--- src/rtl/core/bdq_pkg.sv ---
// Shared types, codes and defaults of the bounded double-ended queue.
package bdq_pkg;

	localparam int DEPTH_DEFAULT      = 16;
	localparam int DATA_WIDTH_DEFAULT = 32;

	localparam int OPCODE_W   = 2;
	localparam int VALUE_W    = 32;
	localparam int STATUS_W   = 2;
	localparam int FILL_W     = 5;
	localparam int CAPACITY_W = 5;

	localparam logic [CAPACITY_W-1:0] CAPACITY_RESET = 5'd16;

	localparam logic [OPCODE_W-1:0] OP_PUSH_FRONT = 2'd0;
	localparam logic [OPCODE_W-1:0] OP_PUSH_BACK  = 2'd1;
	localparam logic [OPCODE_W-1:0] OP_POP_FRONT  = 2'd2;
	localparam logic [OPCODE_W-1:0] OP_POP_BACK   = 2'd3;

	localparam logic [STATUS_W-1:0] ST_DONE  = 2'd0;
	localparam logic [STATUS_W-1:0] ST_FULL  = 2'd1;
	localparam logic [STATUS_W-1:0] ST_EMPTY = 2'd2;

	typedef struct packed {
		logic [OPCODE_W-1:0] opcode;
		logic [VALUE_W-1:0]  push_value;
	} req_item_t;

	typedef struct packed {
		logic [VALUE_W-1:0]  pop_value;
		logic [STATUS_W-1:0] status;
		logic [FILL_W-1:0]   fill_count;
	} rsp_item_t;

	// Operation strobes broadcast to every cell of the chain.
	typedef struct packed {
		logic push_front;
		logic push_back;
		logic pop_front;
		logic pop_back;
	} cell_cmd_t;

endpackage

--- src/rtl/core/bdq_cell.sv ---
// One storage cell of the queue chain, with its slot of the back-pop return path.
module bdq_cell #(
	parameter int IDX = 0,
	parameter int DW  = 32,
	parameter int CW  = 5
) (
	input  logic               clk,
	input  logic               arst_n,
	input  bdq_pkg::cell_cmd_t cmd,
	input  logic [CW-1:0]      count,
	input  logic [DW-1:0]      word,
	input  logic [DW-1:0]      left_data,
	input  logic [DW-1:0]      right_data,
	input  logic               right_carry_vld,
	input  logic [DW-1:0]      right_carry_data,
	output logic [DW-1:0]      data,
	output logic               carry_vld,
	output logic [DW-1:0]      carry_data
);
	import bdq_pkg::*;

	localparam logic [CW-1:0] MY_IDX   = CW'(IDX);
	localparam logic [CW-1:0] NEXT_IDX = CW'(IDX + 1);

	logic [DW-1:0] data_q;
	logic          carry_vld_q;
	logic [DW-1:0] carry_data_q;
	logic          is_tail_slot;
	logic          is_last_entry;
	logic          take_carry;

	// The first free slot takes a back push; the last held entry leaves on a back pop.
	assign is_tail_slot  = (count == MY_IDX);
	assign is_last_entry = (count == NEXT_IDX);
	assign take_carry    = cmd.pop_back && is_last_entry;

	always_ff @(posedge clk) begin
		if (cmd.push_front) begin
			data_q <= left_data;
		end else if (cmd.pop_front) begin
			data_q <= right_data;
		end else if (cmd.push_back && is_tail_slot) begin
			data_q <= word;
		end
	end

	always_ff @(posedge clk or negedge arst_n) begin
		if (!arst_n) begin
			carry_vld_q <= 1'b0;
		end else begin
			carry_vld_q <= take_carry || right_carry_vld;
		end
	end

	always_ff @(posedge clk) begin
		carry_data_q <= take_carry ? data_q : right_carry_data;
	end

	assign data       = data_q;
	assign carry_vld  = carry_vld_q;
	assign carry_data = carry_data_q;

endmodule

--- src/rtl/core/bounded_double_ended_queue_unit.sv ---
// Top level of the bounded double-ended queue: control, result register and the cell chain.
//
// The queue holds up to DEPTH words in a chain of cells kept packed toward
// cell 0, which always holds the front entry; a fill count says how many
// cells are in use, and a capacity register (reset 16, saturated at DEPTH)
// caps how many pushes are allowed. Push front shifts the whole chain one
// cell toward the back, pop front shifts it one cell toward the front, and
// push back writes the first free cell, each in the cycle the item is
// accepted, so the result is registered together with the chain update, and
// another item can be accepted in the very next cycle once the receiver
// takes the result. A pop at the back lifts the last entry into a return
// chain that moves one cell toward cell 0 per cycle; no item is accepted
// until its result is registered. Refused operations report full or empty,
// leave the queue unchanged and return a zero word. Capacity is written
// through cfg_we and cfg_data by the user, only while the block is idle;
// the block does not enforce this. No clearing pass is needed after reset.
module bounded_double_ended_queue_unit #(
	parameter int DEPTH      = bdq_pkg::DEPTH_DEFAULT,
	parameter int DATA_WIDTH = bdq_pkg::DATA_WIDTH_DEFAULT
) (
	input  logic                                 clk,
	input  logic                                 arst_n,
	input  logic                                 req_valid,
	output logic                                 req_ready,
	input  bdq_pkg::req_item_t                   req,
	output logic                                 rsp_valid,
	input  logic                                 rsp_ready,
	output bdq_pkg::rsp_item_t                   rsp,
	input  logic                                 cfg_we,
	input  logic [bdq_pkg::CAPACITY_W-1:0]       cfg_data
);
	import bdq_pkg::*;

	// Fill count width and a common width for comparing it with the capacity.
	localparam int CW = $clog2(DEPTH + 1);
	localparam int LW = (CW > CAPACITY_W) ? CW : CAPACITY_W;
	localparam logic [LW-1:0] DEPTH_L = LW'(DEPTH);

	logic [CAPACITY_W-1:0] capacity_q;
	logic [CW-1:0]         count_q;
	logic                  busy_q;
	logic                  rsp_valid_q;
	rsp_item_t             rsp_q;

	logic                  accept;
	logic                  full;
	logic                  empty;
	logic [LW-1:0]         cap_l;
	logic [LW-1:0]         limit_l;
	logic [STATUS_W-1:0]   status;
	logic                  is_push;
	logic                  is_pop;
	logic                  op_ok;
	logic                  defer;
	logic [CW-1:0]         count_next;
	logic [LW-1:0]         count_next_l;
	logic [DATA_WIDTH-1:0] word;
	logic [DATA_WIDTH+VALUE_W-1:0] word_ext;
	logic [DATA_WIDTH+VALUE_W-1:0] front_ext;
	logic [DATA_WIDTH+VALUE_W-1:0] carry_ext;
	cell_cmd_t             cmd;

	logic [DATA_WIDTH-1:0] cell_data       [DEPTH];
	logic                  cell_carry_vld  [DEPTH];
	logic [DATA_WIDTH-1:0] cell_carry_data [DEPTH];

	// A new item is taken only when no back pop is in flight and the result
	// register is free or being emptied in this cycle.
	assign req_ready = !busy_q && (!rsp_valid_q || rsp_ready);
	assign accept    = req_valid && req_ready;

	// Only the low DATA_WIDTH bits of a pushed word are kept.
	assign word_ext = {{DATA_WIDTH{1'b0}}, req.push_value};
	assign word     = word_ext[DATA_WIDTH-1:0];

	// A capacity above the chain length saturates at DEPTH.
	assign cap_l   = LW'(capacity_q);
	assign limit_l = (cap_l > DEPTH_L) ? DEPTH_L : cap_l;
	assign full    = (LW'(count_q) >= limit_l);
	assign empty   = (count_q == '0);

	always_comb begin
		status  = ST_DONE;
		is_push = 1'b0;
		is_pop  = 1'b0;
		case (req.opcode)
			OP_PUSH_FRONT, OP_PUSH_BACK: begin
				is_push = 1'b1;
				if (full) begin
					status = ST_FULL;
				end
			end
			OP_POP_FRONT, OP_POP_BACK: begin
				is_pop = 1'b1;
				if (empty) begin
					status = ST_EMPTY;
				end
			end
			default: begin
				status = ST_DONE;
			end
		endcase
	end

	assign op_ok = accept && (status == ST_DONE);
	assign defer = op_ok && (req.opcode == OP_POP_BACK);

	assign cmd.push_front = op_ok && (req.opcode == OP_PUSH_FRONT);
	assign cmd.push_back  = op_ok && (req.opcode == OP_PUSH_BACK);
	assign cmd.pop_front  = op_ok && (req.opcode == OP_POP_FRONT);
	assign cmd.pop_back   = defer;

	always_comb begin
		count_next = count_q;
		if (op_ok && is_push) begin
			count_next = count_q + CW'(1);
		end else if (op_ok && is_pop) begin
			count_next = count_q - CW'(1);
		end
	end

	assign count_next_l = LW'(count_next);

	// Words leave the chain at cell 0, both for a front pop and on the return path.
	assign front_ext = {{VALUE_W{1'b0}}, cell_data[0]};
	assign carry_ext = {{VALUE_W{1'b0}}, cell_carry_data[0]};

	genvar gi;
	generate
		for (gi = 0; gi < DEPTH; gi++) begin : g_cell
			logic [DATA_WIDTH-1:0] left_data;
			logic [DATA_WIDTH-1:0] right_data;
			logic                  right_carry_vld;
			logic [DATA_WIDTH-1:0] right_carry_data;

			if (gi == 0) begin : g_head
				assign left_data = word;
			end else begin : g_body
				assign left_data = cell_data[gi-1];
			end

			if (gi == DEPTH - 1) begin : g_tail
				assign right_data       = '0;
				assign right_carry_vld  = 1'b0;
				assign right_carry_data = '0;
			end else begin : g_inner
				assign right_data       = cell_data[gi+1];
				assign right_carry_vld  = cell_carry_vld[gi+1];
				assign right_carry_data = cell_carry_data[gi+1];
			end

			bdq_cell #(
				.IDX (gi),
				.DW  (DATA_WIDTH),
				.CW  (CW)
			) u_cell (
				.clk              (clk),
				.arst_n           (arst_n),
				.cmd              (cmd),
				.count            (count_q),
				.word             (word),
				.left_data        (left_data),
				.right_data       (right_data),
				.right_carry_vld  (right_carry_vld),
				.right_carry_data (right_carry_data),
				.data             (cell_data[gi]),
				.carry_vld        (cell_carry_vld[gi]),
				.carry_data       (cell_carry_data[gi])
			);
		end
	endgenerate

	always_ff @(posedge clk or negedge arst_n) begin
		if (!arst_n) begin
			capacity_q <= CAPACITY_RESET;
		end else if (cfg_we) begin
			capacity_q <= cfg_data;
		end
	end

	always_ff @(posedge clk or negedge arst_n) begin
		if (!arst_n) begin
			count_q <= '0;
		end else begin
			count_q <= count_next;
		end
	end

	// Result handshake and the wait for a back pop's word to reach cell 0.
	// A returning word and a new item never meet, since nothing is accepted
	// while a back pop is in flight.
	always_ff @(posedge clk or negedge arst_n) begin
		if (!arst_n) begin
			rsp_valid_q <= 1'b0;
			busy_q      <= 1'b0;
		end else begin
			if (busy_q && cell_carry_vld[0]) begin
				rsp_valid_q <= 1'b1;
				busy_q      <= 1'b0;
			end else if (accept && !defer) begin
				rsp_valid_q <= 1'b1;
			end else if (rsp_valid_q && rsp_ready) begin
				rsp_valid_q <= 1'b0;
			end
			if (defer) begin
				busy_q <= 1'b1;
			end
		end
	end

	always_ff @(posedge clk) begin
		if (accept) begin
			rsp_q.status     <= status;
			rsp_q.fill_count <= count_next_l[FILL_W-1:0];
			rsp_q.pop_value  <= cmd.pop_front ? front_ext[VALUE_W-1:0] : '0;
		end else if (busy_q && cell_carry_vld[0]) begin
			rsp_q.pop_value <= carry_ext[VALUE_W-1:0];
		end
	end

	assign rsp_valid = rsp_valid_q;
	assign rsp       = rsp_q;

	// The fill count never runs past the chain length.
	a_count_bound: assert property (@(posedge clk) disable iff (!arst_n)
		count_q <= CW'(DEPTH))
		else $error("fill count exceeds chain length");

	// A word on the return path reaches cell 0 only while a back pop waits for it.
	a_carry_when_busy: assert property (@(posedge clk) disable iff (!arst_n)
		cell_carry_vld[0] |-> busy_q)
		else $error("return word arrived with no back pop pending");

	// No new item is taken while a back pop is in flight.
	a_no_accept_busy: assert property (@(posedge clk) disable iff (!arst_n)
		busy_q |-> !req_ready)
		else $error("item accepted during a back pop");

	// A successful push grows the fill count by exactly one.
	a_push_grows: assert property (@(posedge clk) disable iff (!arst_n)
		(op_ok && is_push) |=> (count_q == $past(count_q) + CW'(1)))
		else $error("push did not grow the fill count");

	// A back pop's result is registered in the cycle its word reaches cell 0.
	a_carry_result: assert property (@(posedge clk) disable iff (!arst_n)
		(busy_q && cell_carry_vld[0]) |=> (rsp_valid_q && !busy_q))
		else $error("back pop result was not registered");

endmodule

--- config.mk ---
export PLATFORM = sky130hd
export DESIGN_NAME = bounded_double_ended_queue_unit
export DESIGN_NICKNAME = d
export VERILOG_FILES = /design/src/rtl/core/bdq_pkg.sv /design/src/rtl/core/bdq_cell.sv /design/src/rtl/core/bounded_double_ended_queue_unit.sv
export SDC_FILE = /design/constraint.sdc
export NUM_CORES = 1
export LEC_CHECK = 0
export BUFFER_PORTS_ARGS = -buffer_cell sky130_fd_sc_hd__buf_4
export CORE_ASPECT_RATIO = 0.5
export CORE_MARGIN = 2
export CORE_UTILIZATION = 40
export DETAILED_ROUTE_END_ITERATION = 8
export MAX_ROUTING_LAYER = met4
export PLACE_DENSITY = 0.64
export SETUP_SLACK_MARGIN = 0.05
export SLEW_MARGIN = 0
export SYNTH_ARGS = -nofsm -noshare
export SYNTH_HDL_FRONTEND = slang
export SYNTH_HIERARCHICAL = 1
export SYNTH_SLANG_ARGS = --single-unit
export TNS_END_PERCENT = 100
--- constraint.sdc ---
create_clock -name clk -period 7.3 [get_ports clk]
set_input_delay 1.46 -clock clk [delete_from_list [all_inputs] [get_ports clk]]
set_output_delay 1.46 -clock clk [all_outputs]
set_load 0.03 [all_outputs]
==> impl_metrics.py <==
metrics = {
    "logic_synthesis": {
        "synthDominantAreaCellType": "edfxtp_1",
        "synth_top_area_share_pct": 34.9,
        "synth.cell_area_um2": 47300,
        "synth_cell_types": 54,
        "async_reset_ff_share_pct": 2.57,
        "avgSynthCellArea_um2": 13.3,
        "synth_mux_area_share_pct": 25.9,
        "synth_common_cells": "551 x edfxtp_1, 530 x nand2_1, 515 x o21ai_0, 513 x mux2i_1, 512 x dfxtp_1",
        "synth-main-ff-cell": "edfxtp_1",
        "ys_seq_area_share_pct": 58.1,
        "yosys_warnings": 6,
        "synth_top_family_by_area": "multiplexers",
        "synth_area_leaders": "edfxtp_1 35%, dfxtp_1 22%, mux2_4 11%",
        "synth-xor-area-share_pct": 0.0925,
        "synth.most_common_cell": "edfxtp_1",
        "synth_edf_count": 551,
        "synth-compound-area-share_pct": 6.43,
        "synthSimpleGateAreaFrac_pct": 5.64,
        "ys_ff_latch": 1091,
        "netlist_instances": 3565,
        "yosys.area_share.adder_pct": 0.185,
    },
    "power": {
        "p_switching_mw": 3.97,
        "p_seq_share_pct": 50.4,
        "internal_power_mw": 11.5,
        "powerDensity_nw_per_um2": 295,
        "power_mw": 15.5,
        "ir_drop_uv": 191,
        "p_comb_share_pct": 14.1,
        "p_sw_share_pct": 25.6,
        "clockPowerShare_pct": 35.6,
        "p_leak_nw": 18.5,
    },
    "global_routing": {
        "grt_overflow_total": 0,
        "antenna_found_initial": 6,
        "grt_usage_pct": 16.8,
        "grt_first_pass_wirelength_mm": 159,
        "grt_max_degree": 268,
        "grt_pass1_vias": 26400,
    },
    "timing": {
        "finalWorstSetupSlack_ns": 2.76,
        "rsz0062_at_grt": "no",
        "clock.fmax_mhz": 220,
        "fin_crit_sh_pct": 62.2,
        "period_needed_ns": 4.54,
        "skew_ns": 0.0151,
        "setup_violations": 0,
        "relSlewSlack_pct": 18.4,
        "tns_ns": 0,
        "fin_hold_ws_ns": 0.424,
        "tightest_slew_ns": 1.22,
        "slew_viol_final": 0,
        "finalHoldViolCount": 0,
    },
    "worst_setup_path": {
        "cp_data_arrival_time_ns": 5.03,
        "critPathMaxFanout": 267,
        "start_kind": "flop",
        "required_ns": 7.79,
        "crit_chain": "buf_4 > inv_1 > ha_1 > nor2b_1 > o21ai_0 > a21oi_1 > nand2_1 > nor3_2 > buf_12 > buf_12 > nand2_1 > o21ai_0",
        "regToRegEndpoint": "g_cell[3].u_cell/data[17]",
        "slowest_delay_ns": 0.67,
        "reg2reg_from": "count_q[0]",
        "end_kind": "flop",
        "rr_worst_depth": 12,
        "r2r_slack_ns": 2.76,
        "slowest_stage": "buf_12",
        "path_class": "flop to flop",
    },
    "cts": {
        "numCtsBuffers": 103,
        "clockRootBuffer": "clkbuf_16",
        "cts_sinks": 1091,
        "cts_setup_buffers": 0,
        "clk_pin_slew_ns": 0.06,
        "postCtsHoldBufs": 0,
        "clockBufferDepth": 3,
        "tritoncts": "done",
        "cts.htree.levels": 3,
        "worstSkewPairLatency_ns": 0.68,
        "ctsResizeCount": 0,
    },
    "final_layout": {
        "fillers": 10600,
        "area_delta_synth_final_pct": 11.0,
        "utilization_pct": 44.7,
        "instances_no_fill": 5309,
        "drive_gt1_share_pct": 23.4,
        "multiInputGateArea_um2": 18400,
        "fin_nets": 3672,
        "regArea_um2": 27500,
        "finalInstanceArea_um2": 52600,
    },
    "floorplanning": {
        "ioPinCount": 85,
        "coreArea_um2": 118000,
        "initial_core_util_pct": 40.2,
        "dieArea_um2": 121000,
        "num_rows": 89,
        "die_w_um": 491,
        "die_h_um": 247,
    },
    "run_status": {
        "status": "completed",
    },
    "detailed_routing": {
        "firstDrtPassIters": 5,
        "wl_per_cell_um": 19.1,
        "drt-total-wl_mm": 101,
        "vias_per_cell": 5.03,
        "drtIter0Drc": 2541,
        "postRouteAntennaNets": 0,
        "vias": 26700,
        "post-route-drc-count": 0,
    },
    "worst_hold_path": {
        "hp-start": "g_cell[12].u_cell/carry_vld",
        "whs_endpoint": "g_cell[11].u_cell/carry_vld",
        "whs_path_depth": 1,
        "hp-class": "flop to flop",
    },
    "placed_design": {
        "place_congestion": 0.777,
        "dpl_cell_area_um2": 49000,
        "port_buffers": 84,
        "dp_cells": 5108,
        "place_ws_ns": 2.26,
        "dp_hpwl_mm": 64.9,
    },
    "run": {
        "maxCapViolations": 0,
    },
}
cell usage in the layout, fill, tap and decap left out, types with 3 or more instances in the layout:
master | synthesis | final
clkbuf_16 | 0 | 108
inv_1 | 15 | 15
buf_12 | 27 | 8
diode_2 | 0 | 6
ha_1 | 7 | 7
o21ai_0 | 515 | 515
inv_6 | 0 | 4
edfxtp_1 | 551 | 551
nand2_1 | 530 | 530
mux2_1 | 8 | 8
clkinv_2 | 0 | 28
and3_2 | 0 | 8
and4b_1 | 3 | 3
clkinvlp_4 | 0 | 6
clkinv_1 | 0 | 5
xnor2_1 | 5 | 5
nand3_1 | 5 | 5
or2_2 | 12 | 12
or3b_1 | 3 | 3
clkbuf_8 | 0 | 13
clkbuf_1 | 120 | 19
nor4b_2 | 3 | 3
conb_1 | 1 | 65
nor2_1 | 9 | 9
nor3_4 | 4 | 4
mux2_2 | 161 | 161
a22o_1 | 32 | 32
a21oi_1 | 3 | 3
dfrtp_1 | 27 | 27
nand2b_1 | 4 | 4
nor2b_1 | 3 | 3
mux2_4 | 348 | 348
a311o_2 | 5 | 11
dfxtp_1 | 512 | 512
mux2i_1 | 513 | 513
buf_4 | 1 | 120
bufinv_16 | 0 | 10
o31ai_4 | 0 | 4
and4bb_1 | 3 | 3
layout make-up:
class | count | area share, %
Sequential cell | 1091 | 52.3
Multi-Input combinational cell | 2282 | 35.1
Clock buffer | 140 | 5.62
Tap cell | 1592 | 3.79
Timing Repair Buffer | 128 | 2.02
Clock inverter | 55 | 1.06
Inverter | 15 | 0.107
Antenna cell | 6 | 0.0286
how the worst max path moves through the flow:
stage	start	to	slack, ns	cells past startpoint
finish	count_q[0]	g_cell[3].u_cell/data[17]	2.76	12
global placement	rsp_ready	g_cell[12].u_cell/data[14]	2.28	9
CTS	count_q[0]	g_cell[12].u_cell/data[5]	2.91	10
global route	count_q[0]	g_cell[11].u_cell/data[18]	2.49	11
detailed placement	rsp_ready	g_cell[12].u_cell/data[14]	2.26	9
floorplan	rsp_ready	g_cell[13].u_cell/data[0]	1.06	8
cells by family (layout without fill, tap and decap cells):
logic type / count (synthesis) / after routing
AND/OR/NAND/NOR: 607 / 607
multiplexers: 1030 / 1030
adder cells (fa/ha/maj): 7 / 7
flip-flops: 1091 / 1091
buffers and inverters: 256 / 338
other: 1 / 71
AO/OA/AOI/OAI: 568 / 568
XOR/XNOR: 5 / 5
critical path: cells and delay by family, from the launching register on:
family | cells | cell delay (ns)
flops | 1 | 0.32
compound gates | 3 | 0.62
simple gates | 4 | 0.87
fa+ha+maj | 1 | 0.32
buf+inv | 4 | 1.82
flip-flops by register name (all words and copies together) (netlist names):
register,flops
busy_q,1
cap_l,5
count_q,5
g_cell.u_cell/carry_data,512
g_cell.u_cell/carry_vld,16
g_cell.u_cell/data,512
rsp,39
rsp_valid,1
power by group through the flow:
stage / Combinational (mW) / Clock (mW) / Sequential [mW]
after floorplan: 1.42 / 0 / 7.94
after global placement: 2.11 / 0 / 7.90
after detailed placement: 2.17 / 0 / 7.93
final: 2.18 / 5.51 / 7.80
after global routing: 2.37 / 5.88 / 7.88
after CTS: 2.18 / 5.63 / 7.80
routing by layer:
| layer | global-route usage (%) | up-vias | wire length, µm |
|---|---|---|---|
| li1 | - | 13000 | - |
| met3 | 2.17 | 128 | 5220 |
| met5 | - | - | 0 |
| met2 | 21.8 | 624 | 39300 |
| met1 | 26.8 | 13000 | 55100 |
| met4 | 3.95 | 0 | 1760 |
No activity file was read; power rests on OpenSTA's default activity.
